==> config.mk <==
export PLATFORM = sky130hd
export DESIGN_NAME = ocau_level
export DESIGN_NICKNAME = d
export VERILOG_FILES = /design/src/rtl/octree_cell_address_unit_macros.svh /design/src/rtl/ocau_pkg.sv /design/src/rtl/ocau_level.sv
export SDC_FILE = /design/constraint.sdc
export NUM_CORES = 1
export LEC_CHECK = 0
export ABC_AREA = 1
export BUFFER_PORTS_ARGS = -buffer_cell sky130_fd_sc_hd__buf_2
export CAP_MARGIN = 40
export CORE_MARGIN = 2
export CORE_UTILIZATION = 50
export DETAILED_ROUTE_END_ITERATION = 12
export PLACE_DENSITY = 0.75
export RECOVER_POWER = 50
export SLEW_MARGIN = 10
export SYNTH_ARGS = -nofsm -noshare
export SYNTH_HDL_FRONTEND = slang
export SYNTH_SLANG_ARGS = --single-unit
==> constraint.sdc <==
create_clock -name i_clk -period 28.2 [get_ports i_clk]
set_input_delay 5.64 -clock i_clk [delete_from_list [all_inputs] [get_ports i_clk]]
set_output_delay 5.64 -clock i_clk [all_outputs]
set_load 0.01 [all_outputs]
==> src/rtl/octree_cell_address_unit_macros.svh <==
// ---------------------------------------------------------------------------
// Octree cell address unit assertion macros
// Small wrappers for the concurrent checks of the cell address pipeline.
// ---------------------------------------------------------------------------
`ifndef OCTREE_CELL_ADDRESS_UNIT_MACROS_SVH
`define OCTREE_CELL_ADDRESS_UNIT_MACROS_SVH

// Same-cycle implication, checked only while reset is released.
`define OCAU_ASSERT_IMPL(label, clk, rst_n, ante, cons) \
    label: assert property (@(posedge clk) disable iff (!(rst_n)) (ante) |-> (cons)) \
        else $error("octree cell address unit check failed");

// Next-cycle implication, checked only while reset is released.
`define OCAU_ASSERT_NEXT(label, clk, rst_n, ante, cons) \
    label: assert property (@(posedge clk) disable iff (!(rst_n)) (ante) |=> (cons)) \
        else $error("octree cell address unit check failed");

`endif

==> src/rtl/ocau_pkg.sv <==
// ---------------------------------------------------------------------------
// Octree cell address unit package
// Shared widths, register indexes, operation codes and octant digit helpers.
// ---------------------------------------------------------------------------
package ocau_pkg;

    localparam int DEF_MAX_LEVELS = 16;
    localparam int DEF_COORD_BITS = 32;

    localparam int ADDR_W    = 48;
    localparam int LEN_W     = 5;
    localparam int HALF_W    = 31;
    localparam int DEPTH_W   = 5;
    localparam int WIDTH_W   = 32;
    localparam int CFG_IDX_W = 3;

    localparam logic [HALF_W-1:0]  HALF_RESET  = 31'd6553600;
    localparam logic [DEPTH_W-1:0] DEPTH_RESET = 5'd8;

    localparam logic OP_ENCODE = 1'b0;
    localparam logic OP_DECODE = 1'b1;

    localparam logic [CFG_IDX_W-1:0] CFG_CENTER_X = 3'd0;
    localparam logic [CFG_IDX_W-1:0] CFG_CENTER_Y = 3'd1;
    localparam logic [CFG_IDX_W-1:0] CFG_CENTER_Z = 3'd2;
    localparam logic [CFG_IDX_W-1:0] CFG_HALF     = 3'd3;
    localparam logic [CFG_IDX_W-1:0] CFG_DEPTH    = 3'd4;

    // Control that travels with each word down the level pipeline.
    typedef struct packed {
        logic              valid;
        logic              op;
        logic [LEN_W-1:0]  len;
        logic [ADDR_W-1:0] addr;
    } t_lvl_ctl;

    // Octant digit from the negative flags of the residual. The low two bits
    // walk the xy quadrants in the order +x+y, -x+y, -x-y, +x-y.
    function automatic logic [2:0] f_enc_digit(input logic xn, input logic yn,
                                               input logic zn);
        return {zn, yn, xn ^ yn};
    endfunction

    // Negative flags {z, y, x} of an octant digit.
    function automatic logic [2:0] f_dig_neg(input logic [2:0] digit);
        return {digit[2], digit[1], digit[1] ^ digit[0]};
    endfunction

endpackage

==> src/rtl/ocau_level.sv <==
// ---------------------------------------------------------------------------
// Octree cell address level stage
// One tree level: picks or reads the octant digit and moves the accumulators.
// ---------------------------------------------------------------------------
module ocau_level #(
    parameter int LEVEL = 1,
    parameter int RW    = 34
) (
    input  logic                        i_clk,
    input  logic                        i_rst_n,
    input  ocau_pkg::t_lvl_ctl          i_ctl,
    input  logic signed [RW-1:0]        i_acc_x,
    input  logic signed [RW-1:0]        i_acc_y,
    input  logic signed [RW-1:0]        i_acc_z,
    input  logic [ocau_pkg::HALF_W-1:0] i_half,
    input  logic                        i_ready_dn,
    output logic                        o_ready_up,
    output ocau_pkg::t_lvl_ctl          o_ctl,
    output logic signed [RW-1:0]        o_acc_x,
    output logic signed [RW-1:0]        o_acc_y,
    output logic signed [RW-1:0]        o_acc_z
);
    import ocau_pkg::*;

    localparam logic [LEN_W-1:0] LVL = LEN_W'(LEVEL);
    // Levels past the address field still move the center but keep no digit.
    localparam bit HAS_DIGIT = (3 * LEVEL <= ADDR_W);
    localparam int DLO       = HAS_DIGIT ? 3 * (LEVEL - 1) : 0;

    logic                 active;
    logic [2:0]           digit;
    logic [2:0]           neg;
    logic signed [RW-1:0] hs;
    t_lvl_ctl             n_ctl;
    logic signed [RW-1:0] n_acc_x;
    logic signed [RW-1:0] n_acc_y;
    logic signed [RW-1:0] n_acc_z;
    logic                 r_valid;
    t_lvl_ctl             r_ctl;
    logic signed [RW-1:0] r_acc_x;
    logic signed [RW-1:0] r_acc_y;
    logic signed [RW-1:0] r_acc_z;

    always_comb begin
        active = (i_ctl.len >= LVL);
        hs     = RW'(i_half >> LEVEL);
        if (i_ctl.op == OP_ENCODE) begin
            digit = f_enc_digit(i_acc_x[RW-1], i_acc_y[RW-1], i_acc_z[RW-1]);
        end else if (HAS_DIGIT) begin
            digit = i_ctl.addr[DLO +: 3];
        end else begin
            digit = 3'd0;
        end
        neg   = f_dig_neg(digit);
        n_ctl = i_ctl;
        if (HAS_DIGIT) begin
            n_ctl.addr[DLO +: 3] = active ? digit : 3'd0;
        end
        // Encoding moves the residual toward the octant; decoding moves the
        // center into it, so the sign of the step flips with the operation.
        n_acc_x = i_acc_x;
        n_acc_y = i_acc_y;
        n_acc_z = i_acc_z;
        if (active) begin
            n_acc_x = i_acc_x + ((neg[0] ^ i_ctl.op) ? hs : -hs);
            n_acc_y = i_acc_y + ((neg[1] ^ i_ctl.op) ? hs : -hs);
            n_acc_z = i_acc_z + ((neg[2] ^ i_ctl.op) ? hs : -hs);
        end
    end

    assign o_ready_up = !r_valid || i_ready_dn;

    always_ff @(posedge i_clk) begin
        if (!i_rst_n) begin
            r_valid <= 1'b0;
        end else if (o_ready_up) begin
            r_valid <= i_ctl.valid;
        end
    end

    always_ff @(posedge i_clk) begin
        if (o_ready_up && i_ctl.valid) begin
            r_ctl   <= n_ctl;
            r_acc_x <= n_acc_x;
            r_acc_y <= n_acc_y;
            r_acc_z <= n_acc_z;
        end
    end

    always_comb begin
        o_ctl       = r_ctl;
        o_ctl.valid = r_valid;
    end

    assign o_acc_x = r_acc_x;
    assign o_acc_y = r_acc_y;
    assign o_acc_z = r_acc_z;

endmodule
After elaboration in Yosys (flattened, before gate mapping)
Cells that the tools add are included.
{ "totals": {"wordCells": 28, "in_bits": 191, "reg_bits": 157, "out_inout_bits": 158} }
{ "classes": {"n_reduce_logical": 3, "order_cmp": 1, "n_mux": 7, "add_sub_neg": 4, "bitwise": 5} }
{ "ops": {"columns": ["operator", "n"], "rows": [
  ["$mux W34", 6],
  ["$add A34 B34 Y34", 3],
  ["$neg A30 Y34", 1],
  ["$ge A5 B1 Y1 const B", 1],
  ["$xor A1 B1 Y1", 5],
  ["$mux W3", 1],
  ["$logic_and A1 B1 Y1", 1],
  ["$logic_not A1 Y1", 1],
  ["$logic_or A1 B1 Y1", 1]
]} }

Longest topological paths before layout
Gate-level depths: netlist of the first run.
{ "logic_depth": {"depth_word": 7, "mapped_depth": 23, "mapped_depth_nobuf": 22} }

Worst setup path after synthesis of the first run
OpenSTA, ideal clock, no wires.
{ "synth_path": {"kind": "in2reg", "start": "in i_ctl[54] in the netlist's numbering", "end": "reg r_acc_x[0], in the netlist o_acc_x[0], enable pin", "arrival_ns": 13.178, "path_buffers": 0, "path_slack_ns": 14.299, "setup_ns": 0.723, "required_ns": 27.477, "cell_stages": 2, "path_cell_list": "inv_1 a21oi_1"} }
{ "synth_between": {"elab_chain_len": 1} }
{ "synth_rtl": {"columns": ["element", "line_no", "source"], "rows": [
  ["from (decl)", "ocau_level.sv:11", "input ocau_pkg::t_lvl_ctl i_ctl,"],
  ["$logic_and A1 B1 Y1", "ocau_level.sv:82", "if (o_ready_up && i_ctl.valid) begin"],
  ["to (signal assigned)", "ocau_level.sv:84", "r_acc_x <= n_acc_x;"],
  ["to (decl)", "ocau_level.sv:40", "logic signed [RW-1:0] r_acc_x;"]
]} }
Every way passes these cells.
A chain may end at the register's enable or synchronous reset.

Worst setup path in the final report of the first run
{ "layout_path": {"start": "in i_ready_dn", "end": "out o_ready_up"} }
{ "layout_between": {"elab_chain_len": 1} }
{ "layout_rtl": {"columns": ["element", "line_no", "source"], "rows": [
  ["from (decl)", "ocau_level.sv:16", "input logic i_ready_dn,"],
  ["$logic_or A1 B1 Y1", "ocau_level.sv:71", "assign o_ready_up = !r_valid || i_ready_dn;"],
  ["to (decl)", "ocau_level.sv:17", "output logic o_ready_up,"]
]} }
Every way passes these cells.

==> results of run 1 <==
## how the worst min path moves through the flow
stage / startpoint / to / slack (ns) / cells past startpoint
2_1_floorplan: r_valid$_SDFFE_PN0N_ / r_valid$_SDFFE_PN0N_ / 0.55 / 2
3_3_place_gp: r_valid$_SDFFE_PN0N_ / r_valid$_SDFFE_PN0N_ / 0.52 / 2
3_5_place_dp: r_valid$_SDFFE_PN0N_ / r_valid$_SDFFE_PN0N_ / 0.54 / 2
4_1_cts: r_valid$_SDFFE_PN0N_ / r_valid$_SDFFE_PN0N_ / 0.56 / 2
5_1_grt: r_valid$_SDFFE_PN0N_ / r_valid$_SDFFE_PN0N_ / 0.57 / 2
6_report: r_valid$_SDFFE_PN0N_ / r_valid$_SDFFE_PN0N_ / 0.52 / 2
## flip-flops by register name, indices dropped and copies added (netlist names)
register and cells:
o_ctl 54, o_acc_y 34, o_acc_x 34, r_valid 1, o_acc_z 34
## metal layers
metal / part of all wire (%) / track usage [%]
met1: 42 / 42.54
met2: 46 / 56.76
met3: 7.5 / 5.096
met4: 4.0 / 12.82
met5: 0.093 / 0
## cell type report
type | count | area [sq um]
antenna | 5 | 12.51
clock inverter | 15 | 166.4
tap | 384 | 480.5
inverter | 279 | 1047
clock buffer | 17 | 425.4
multi-input combinational | 1694 | 8506
timing repair buffer | 357 | 1667
sequential | 157 | 4705
fill | 2840 | 11540
## cell usage in the layout (no fill, tap or decap), drive strengths merged
master | synthesis | routed
a21boi | 4 | 4
a21o | 3 | 3
a21oi | 106 | 106
a31oi | 7 | 7
buf | 22 | 193
clkbuf | 21 | 181
clkinv | 0 | 7
clkinvlp | 0 | 1
dfxtp | 1 | 1
diode | 0 | 5
edfxtp | 156 | 156
fa | 3 | 3
ha | 100 | 100
inv | 279 | 286
nand2 | 757 | 757
nand3 | 157 | 157
nand3b | 10 | 10
nand4 | 34 | 34
nor2 | 206 | 206
nor3 | 31 | 31
nor3b | 1 | 1
nor4 | 4 | 4
o211ai | 1 | 1
o21ai | 195 | 195
o21bai | 12 | 12
o22ai | 3 | 3
or2 | 6 | 6
xnor2 | 38 | 38
xor2 | 16 | 16
## Yosys cell counts (all sizes together)
master | n | area (sq um)
nor2 | 206 | 805.8
nor3 | 31 | 166.4
nor3b | 1 | 7.510
edfxtp | 156 | 4684
xnor2 | 38 | 332.8
dfxtp | 1 | 20.02
nand3 | 157 | 790.8
or2 | 6 | 37.54
o22ai | 3 | 18.77
a21oi | 106 | 530.5
clkbuf | 21 | 78.83
nand2 | 757 | 2851
ha | 100 | 1251
buf | 22 | 112.6
o211ai | 1 | 7.510
nor4 | 4 | 25.02
a21boi | 4 | 30.03
inv | 279 | 1047
o21bai | 12 | 90.09
a31oi | 7 | 43.79
nand4 | 34 | 212.7
xor2 | 16 | 140.1
fa | 3 | 60.06
o21ai | 195 | 994.7
nand3b | 10 | 75.07
a21o | 3 | 22.52
## worst register-to-register path, cell delays in order, from the launching register on
cell and delay, ns:
dfxtp_1 0.32, a21oi_1 1.42, buf_4 0.86
## cells by family (layout without fill, tap and decap cells)
logic type | Yosys count | in the layout
other cells | 0 | 5
flops | 157 | 157
xor+xnor | 54 | 54
simple gates | 1206 | 1206
compound gates | 331 | 331
buf+inv | 322 | 668
fa+ha+maj | 103 | 103
## stage by stage
| stage | cell area, sq um | power (W) | cells |
|---|---|---|---|
| 2_1_floorplan | 14440 | 0.0005550 | 2173 |
| 3_3_place_gp | 16530 | 0.0006678 | 2867 |
| 3_5_place_dp | 16600 | 0.0006741 | 2870 |
| 4_1_cts | 17190 | 0.0009077 | 2902 |
| 5_1_grt | 17000 | 0.0009581 | 2904 |
| 6_report | 17010 | 0.0009032 | 2908 |
## power by group
group	leakage, nW	switching (W)	internal, W
Clock	0.287	0.000115	0.000119
Sequential	1.51	0.00000843	0.000300
Combinational	6.33	0.000240	0.000121
==> metrics.txt, run 1 <==
worst slew pin tran 3.737 ns; crit end category output port; first drt pass iteration count 6; R2R Setup Slk 25.18 ns; Post-Synth XOR/XNOR Area 3.276%; Layout Nets 2,800; f_max ~86 MHz; Setup Buffers After CTS 0; clk_skew 0.008563 ns; sequential fraction of the synthesis area 32.59%; Hold Buf Count CTS 0; Simple-Gate Fraction of Synth Area 34.44%; Die X 173.9 um; Worst IR Drop VDD 0.00002948 V; Critical Path RT 22.56 ns; synth unique cells 38; CTS tree yes; initial antenna violation count 8; final setup fails 0; fraction of layout cells with a size suffix above 1 10.08%; Worst EP arrival ~6 ns; WL/cell 17.35 um; post-synthesis mux area share 0%; fin crit period 11.64 ns; Die Height between 150 and 200 um; global-route wire length before repair 78,360 um; TritonCTS Buffers 17; Compound-Gate Fraction of Synth Area 12.04%; run status finished with violations; Max Cap Violations 2; IO Pins 349; clock tree sinks 157; HPWL after DPL roughly 42,000 um; Final ANT Viol Nets 0; vias 15,670; Reg clk slew, reported paths approximately 0.070 ns; cells on worst reg2reg path 2; routability congestion estimate 1.000; later-pin clock latency in the skew report roughly 0.45 ns; FF-to-FF End o_acc_x[30]$_DFFE_PP_; CP delay by family, top buffers and inverters; R2R Path Start r_valid$_SDFFE_PN0N_; # port buffers about 350; Max stage delay cell, worst path buf_2; core area 0.02855 sq mm; WS Path Type input port to output port; H-tree lvl count 4; Hold Vio Cnt, Final 0; RSZ-0062 raised after global routing false; Slew Limit Headroom -149.2%; die area 0.03025 sq mm; Seq cells post-synth 157; Crit Path Max Fanout 2; Levels on crit path 4; row count 62; Buf+Inv Stages, Crit Path 3; largest net degree at the start of global routing 75; yosys warns 0; Synth Area in Adders 9.082%; syn nets 2,467; worst hold path class flip-flop to flip-flop; CTS resizes 0; CP max stage delay 0.14 ns; Vias/cell 5.389; failing checks max-capacitance violations, max-slew violations; final worst setup slack around 17 ns; Setup crit end o_ready_up; drt total wl 50,470 um; layout overhead on the synthesized area 17.81%; Critical Path Start Type input port; Final Util 59.58%; largest family of logic cells by synthesized area simple AND/OR/NAND/NOR gates; Setup crit start i_ready_dn; Syn Inst Count about 2,200; Initial Util 50.57%; setup TNS 0 ns; number of global-route vias before repair 14,680; clk buf depth 2; Max Slew Vio Count 90; Hold WS 0.5197 ns; cell area power density 53.10 mW/mm^2; pre-CTS setup slack 16.50 ns; Iteration-0 DRC Markers between 1,000 and 1,500; crit-path cells buf_2 -> inv_1 -> nand2_1 -> buf_2; Synth Cell Area 0.01444 sq mm; Synth Area per Inst around 6.6 sq um; final routed DRC violation total 0; Leak 8.134 nW; total gr overflow 0; Final period util 41.28%; clock root cell clkbuf_16; most used cell, CP buf_2; GRT Total Usage between 30% and 40%
(Power assumes the default switching activity.)
==> inputs of run 2 (changes only) <==
Clock period 28.2 ns to 11.8 ns, I/O delays scaled along.
==> run 2 against run 1 <==
Effect of this change: critical endpoint is now o_acc_x[23]$_DFFE_PP_; combinational power up 140%; critical path type is now input port to flip-flop; sequential power up 140%; clock-buffer cell count unchanged; the run still ends with max-capacitance violations, max-slew violations left; power up 140%.
==> metrics.txt, run 2 (same netlist as run 1, synthesis figures left out) <==
most frequent cells in the layout nand2_1 (753), inv_1 (275), nor2_1 (198); area of the multi-input gates 0.008506 sq mm; Reg clk slew, reported paths 0.07 ns; hold depth 2; Final Cell Area 0.01697 sq mm; cells on worst reg2reg path 4; failing checks max-capacitance violations, max-slew violations; register area approximately 0.0047 sq mm; Layout Nets 2,799; f_max 142.2 MHz; run status finished with violations; Final ANT Viol Nets 0; total gr overflow 0; CTS resizes 0; Final period util 59.59%; clock tree sinks 157; FF-to-FF End o_acc_x[23]$_DFFE_PP_; R2R Path Start r_valid$_SDFFE_PN0N_; clk buf depth 2; worst slew pin tran ~3.6 ns; commonest non-fill, non-tap cell in the layout nand2_1; TritonCTS Buffers 17; Setup Buffers After CTS 0; Max Cap Violations 3; Slew Limit Headroom -139.7%; Critical Path RT 11.91 ns; Crit Path Max Fanout 70; Iteration-0 DRC Markers 1,402; Initial Util 50.57%; global-route wire length before repair 78,400 um; # port buffers 347; largest net degree at the start of global routing 75; worst hold path class flip-flop to flip-flop; row count 62; final routed DRC violation total 0; drt total wl 51,270 um; layout overhead on the synthesized area 17.53%; Final Util about 60%; Hold Crit Start r_valid$_SDFFE_PN0N_; die area around 0.030 sq mm; Die Height between 150 and 200 um; Max Slew Vio Count approximately 160; setup TNS 0 ns; Vias/cell approximately 5.4; later-pin clock latency in the skew report roughly 0.45 ns; WL/cell about 18 um; Worst EP arrival 7.14 ns; Setup crit start i_ctl[54]; max reg flops between 50 and 60; clock root cell clkbuf_16; R2R Setup Slk around 6.5 ns; GRT Total Usage 33.27%; vias 15,758; Hold Vio Cnt, Final 0; routability congestion estimate around 0.98; Worst IR Drop VDD approximately 0.00008 V; IO Pins 349; WS Path Type input port to flip-flop; HPWL after DPL 41,910 um; fin crit period 7.032 ns; Die X 173.9 um; core area 0.02855 sq mm; final setup fails 0; cell area power density 127.5 mW/mm^2; Hold Buf Count CTS 0; clk_skew 0.008431 ns; Critical Path Start Type input port; Worst Hold Path EP r_valid$_SDFFE_PN0N_; initial antenna violation count 8; DP Area 0.01659 sq mm; fill count 2,834; crit end category flip-flop; H-tree lvl count 4; pre-CTS setup slack about 5 ns; fraction of layout cells with a size suffix above 1 9.968%; number of global-route vias before repair ~15,000; CTS tree yes; Leak 8.117 nW; first drt pass iteration count 7; final worst setup slack around 4.8 ns; RSZ-0062 raised after global routing false
run 2: cell types whose count changed in the layout (fill, tap and decap cells not counted), moves of 2 or more:
cell	delta
inv_8	+2
buf_2	-2
clkbuf_1	+2
buf_12	-2
run 2: layer usage:
layer | GRT usage, % | wire (um) | vias up
met5 | 0 | 39 | -
met4 | 10.33 | 1391 | 6
met3 | 5.381 | 3927 | 92
met2 | 57.93 | 24630 | 666
met1 | 42.38 | 21280 | 7160
li1 | - | - | 7834
run 2: how the worst max path moves through the flow:
stage / to / slack [ns] / cells after the start
6_report: o_acc_x[23]$_DFFE_PP_ / 4.77 / 6
5_1_grt: o_acc_x[23]$_DFFE_PP_ / 4.21 / 6
4_1_cts: o_acc_x[25]$_DFFE_PP_ / 5.44 / 21
3_5_place_dp: o_acc_x[25]$_DFFE_PP_ / 4.97 / 21
3_3_place_gp: o_acc_x[25]$_DFFE_PP_ / 4.59 / 22
2_1_floorplan: o_acc_x[0]$_DFFE_PP_ / 1.18 / 2
run 2: critical path, stage by stage:
cell and delay, ns:
buf_2 0.08, inv_1 0.04, a21oi_1 1.17, clkbuf_1 2.60, buf_4 0.51, buf_16 0.31
run 2: cell type report:
class | instances | share of cell area (%)
Antenna cell | 4 | 0.05899
Clock buffer | 17 | 2.507
Clock inverter | 15 | 0.9659
Inverter | 279 | 6.172
Multi-Input combinational cell | 1694 | 50.13
Sequential cell | 157 | 27.72
Tap cell | 384 | 2.831
Timing Repair Buffer | 356 | 9.615
run 2: report_power, final:
group | total (W) | switching [W] | internal, W
clock | 0.000559 | 0.000274 | 0.000285
combinational | 0.000866 | 0.000578 | 0.000288
sequential | 0.000739 | 0.0000202 | 0.000719
run 2: per-stage QoR:
step | instances | power, W | hold WS, ns
global route | 2903 | 0.002292 | 0.5702
floorplan | 2173 | 0.001326 | 0.5526
global placement | 2868 | 0.001600 | 0.5254
CTS | 2902 | 0.002171 | 0.5568
finish | 2906 | 0.002164 | 0.5175
detailed placement | 2870 | 0.001615 | 0.5443
==> inputs of run 3 (changes only) <==
Settings changed: PLACE_DENSITY 0.75 to 0.78.
Clock period 11.8 ns to 5.7 ns, I/O delays scaled along.
==> run 3 against run 2 <==
Effect of this change: the run still ends with max-capacitance violations, max-slew violations left; clock skew grew 0.0022 ns; register-to-register slack lost 4.0 ns; flip-flop and latch count is the same; clock-buffer cell count is the same; clock power grew 110%; sequential share of layout area shrank 0.18 points; first-iteration DRC count shrank 6.8%; utilization grew 0.38 points; via count is essentially flat; global-route usage shrank 0.36 points; design area grew 0.64%; critical path type unchanged.
==> metrics.txt, run 3 (same netlist as run 1, synthesis figures left out) <==
cell area power density around 260 mW/mm^2; commonest non-fill, non-tap cell in the layout nand2_1; Vias/cell 5.415; vias 15,748; met1 Use GR ~42%; CTS tree yes; final routed DRC violation total 0; crit end category flip-flop; clock tree sinks 157; fin crit period around 4.4 ns; Reg power frac 33.7%; Clk network pwr share a little over a quarter; final setup fails 0; Iteration-0 DRC Markers 1,306; Die X 173.9 um; net switching power 0.001820 W; core area 0.02855 sq mm; Leak 8.317 nW; global-route wire length before repair 77,580 um; CTS resizes 0; first drt pass iteration count 7; register area 0.004705 sq mm; Die Height 173.9 um; Critical Path Start Type input port; die area 0.03025 sq mm; row count 62; pre-CTS setup slack 0.9388 ns; worst slew pin tran around 3.0 ns; # port buffers 347; GRT Total Usage 32.91%; clock root cell clkbuf_16; clk_skew 0.01058 ns; Hold Buf Count CTS 0; Hold Vio Cnt, Final 0; drt total wl ~50,000 um; Setup Buffers After CTS 0; RSZ-0062 raised after global routing false; worst hold path class flip-flop to flip-flop; Worst EP arrival 4.63 ns; WL/cell between 15 and 20 um; max reg flops 54; clk buf depth 2; area of the multi-input gates ~0.0085 sq mm; total gr overflow 0; Hold Crit Start r_valid$_SDFFE_PN0N_; Net Sw Frac about two fifths; Max Slew Vio Count 95; setup TNS 0 ns; Crit Path Max Fanout 5; Final period util 77.77%; Reg clk slew, reported paths ~0.070 ns; fill count 2,827; Worst IR Drop VDD 0.0002001 V; Final ANT Viol Nets 0; final worst setup slack around 1.3 ns; f_max about 230 MHz; run status finished with violations; Setup crit start i_half[2]; Layout Nets 2,802; initial antenna violation count 6; Critical Path RT 5.90 ns; later-pin clock latency in the skew report 0.45 ns; GRT met2 Usage 56.14%; number of global-route vias before repair 14,740; Power Internal approximately 0.0027 W; largest net degree at the start of global routing 94; Combinational Power Share 39.8%; WS Path Type input port to flip-flop; Most Crowded Layer GR met2; GR Layer Usage met3 4.965%; H-tree lvl count 4; R2R Path Start r_valid$_SDFFE_PN0N_; most frequent cells in the layout nand2_1 (753), inv_1 (275), buf_2 (251); TritonCTS Buffers 17; Slew Limit Headroom -98.75%; Max Cap Violations 2; IO Pins 349; Initial Util 50.57%; layout overhead on the synthesized area 18.29%; fraction of layout cells with a size suffix above 1 between 10 and 15%; HPWL after DPL 41,630 um; failing checks max-capacitance violations, max-slew violations; routability congestion estimate 1.027
## run 3: final cells by class
class / count / share of cell area, %
multi-input combinational: 1694 / 49.81
sequential: 157 / 27.55
timing repair buffer: 359 / 10.07
inverter: 279 / 6.132
tap: 384 / 2.813
clock buffer: 17 / 2.491
clock inverter: 15 / 1.099
antenna: 3 / 0.04396
## run 3: path summary, 6_finish.rpt
kind | slack, ns | to | cells after the start
max | 1.27 | o_acc_y[28]$_DFFE_PP_ | 20
min reg2reg | 0.52 | r_valid$_SDFFE_PN0N_ | 2
max reg2reg | 2.48 | o_acc_z[9]$_DFFE_PP_ | 3
min | 0.52 | r_valid$_SDFFE_PN0N_ | 2
## run 3: critical path, stage by stage
cell and delay (ns):
buf_2 0.14, inv_1 0.13, ha_1 0.20, nand2_1 0.07, nor2_2 0.24, nand4_1 0.26, nor4_1 0.35, nand2_1 0.15
nand3_1 0.09, o21ai_0 0.32, ha_1 0.51, nand2_1 0.12, nor2_1 0.20, nand2_1 0.13, nor4_1 0.19, nand2_1 0.14
nand2_1 0.08, nand2_1 0.04, nand3_1 0.07, nand2_1 0.06
## run 3: metal layers
metal  vias up  share of wire, %
li1       7829                 -
met2       716                47
met1      7078                42
met4         6               3.6
met5         -             0.067
met3       119               7.5
## run 3: metrics by stage
| step | cell area [sq um] | power, W | cells | utilization [%] | hold slack [ns] |
|---|---|---|---|---|---|
| finish | 17080 | 0.004521 | 2908 | 59.82 | 0.5224 |
| global route | 17080 | 0.004781 | 2907 | 59.81 | 0.5592 |
| CTS | 17210 | 0.004529 | 2905 | 60.28 | 0.5634 |
| detailed placement | 16600 | 0.003336 | 2873 | 58.13 | 0.5496 |
| global placement | 16570 | 0.003310 | 2872 | 58.04 | 0.5217 |
| floorplan | 14450 | 0.002733 | 2173 | - | 0.5889 |
## run 3: power by group through the flow
| stage | clock (W) | combinational [W] | sequential (W) |
|---|---|---|---|
| floorplan | 0 | 0.00110 | 0.00163 |
| global placement | 0 | 0.00177 | 0.00154 |
| detailed placement | 0 | 0.00179 | 0.00154 |
| CTS | 0.00121 | 0.00180 | 0.00152 |
| global route | 0.00124 | 0.00200 | 0.00154 |
| finish | 0.00120 | 0.00180 | 0.00152 |
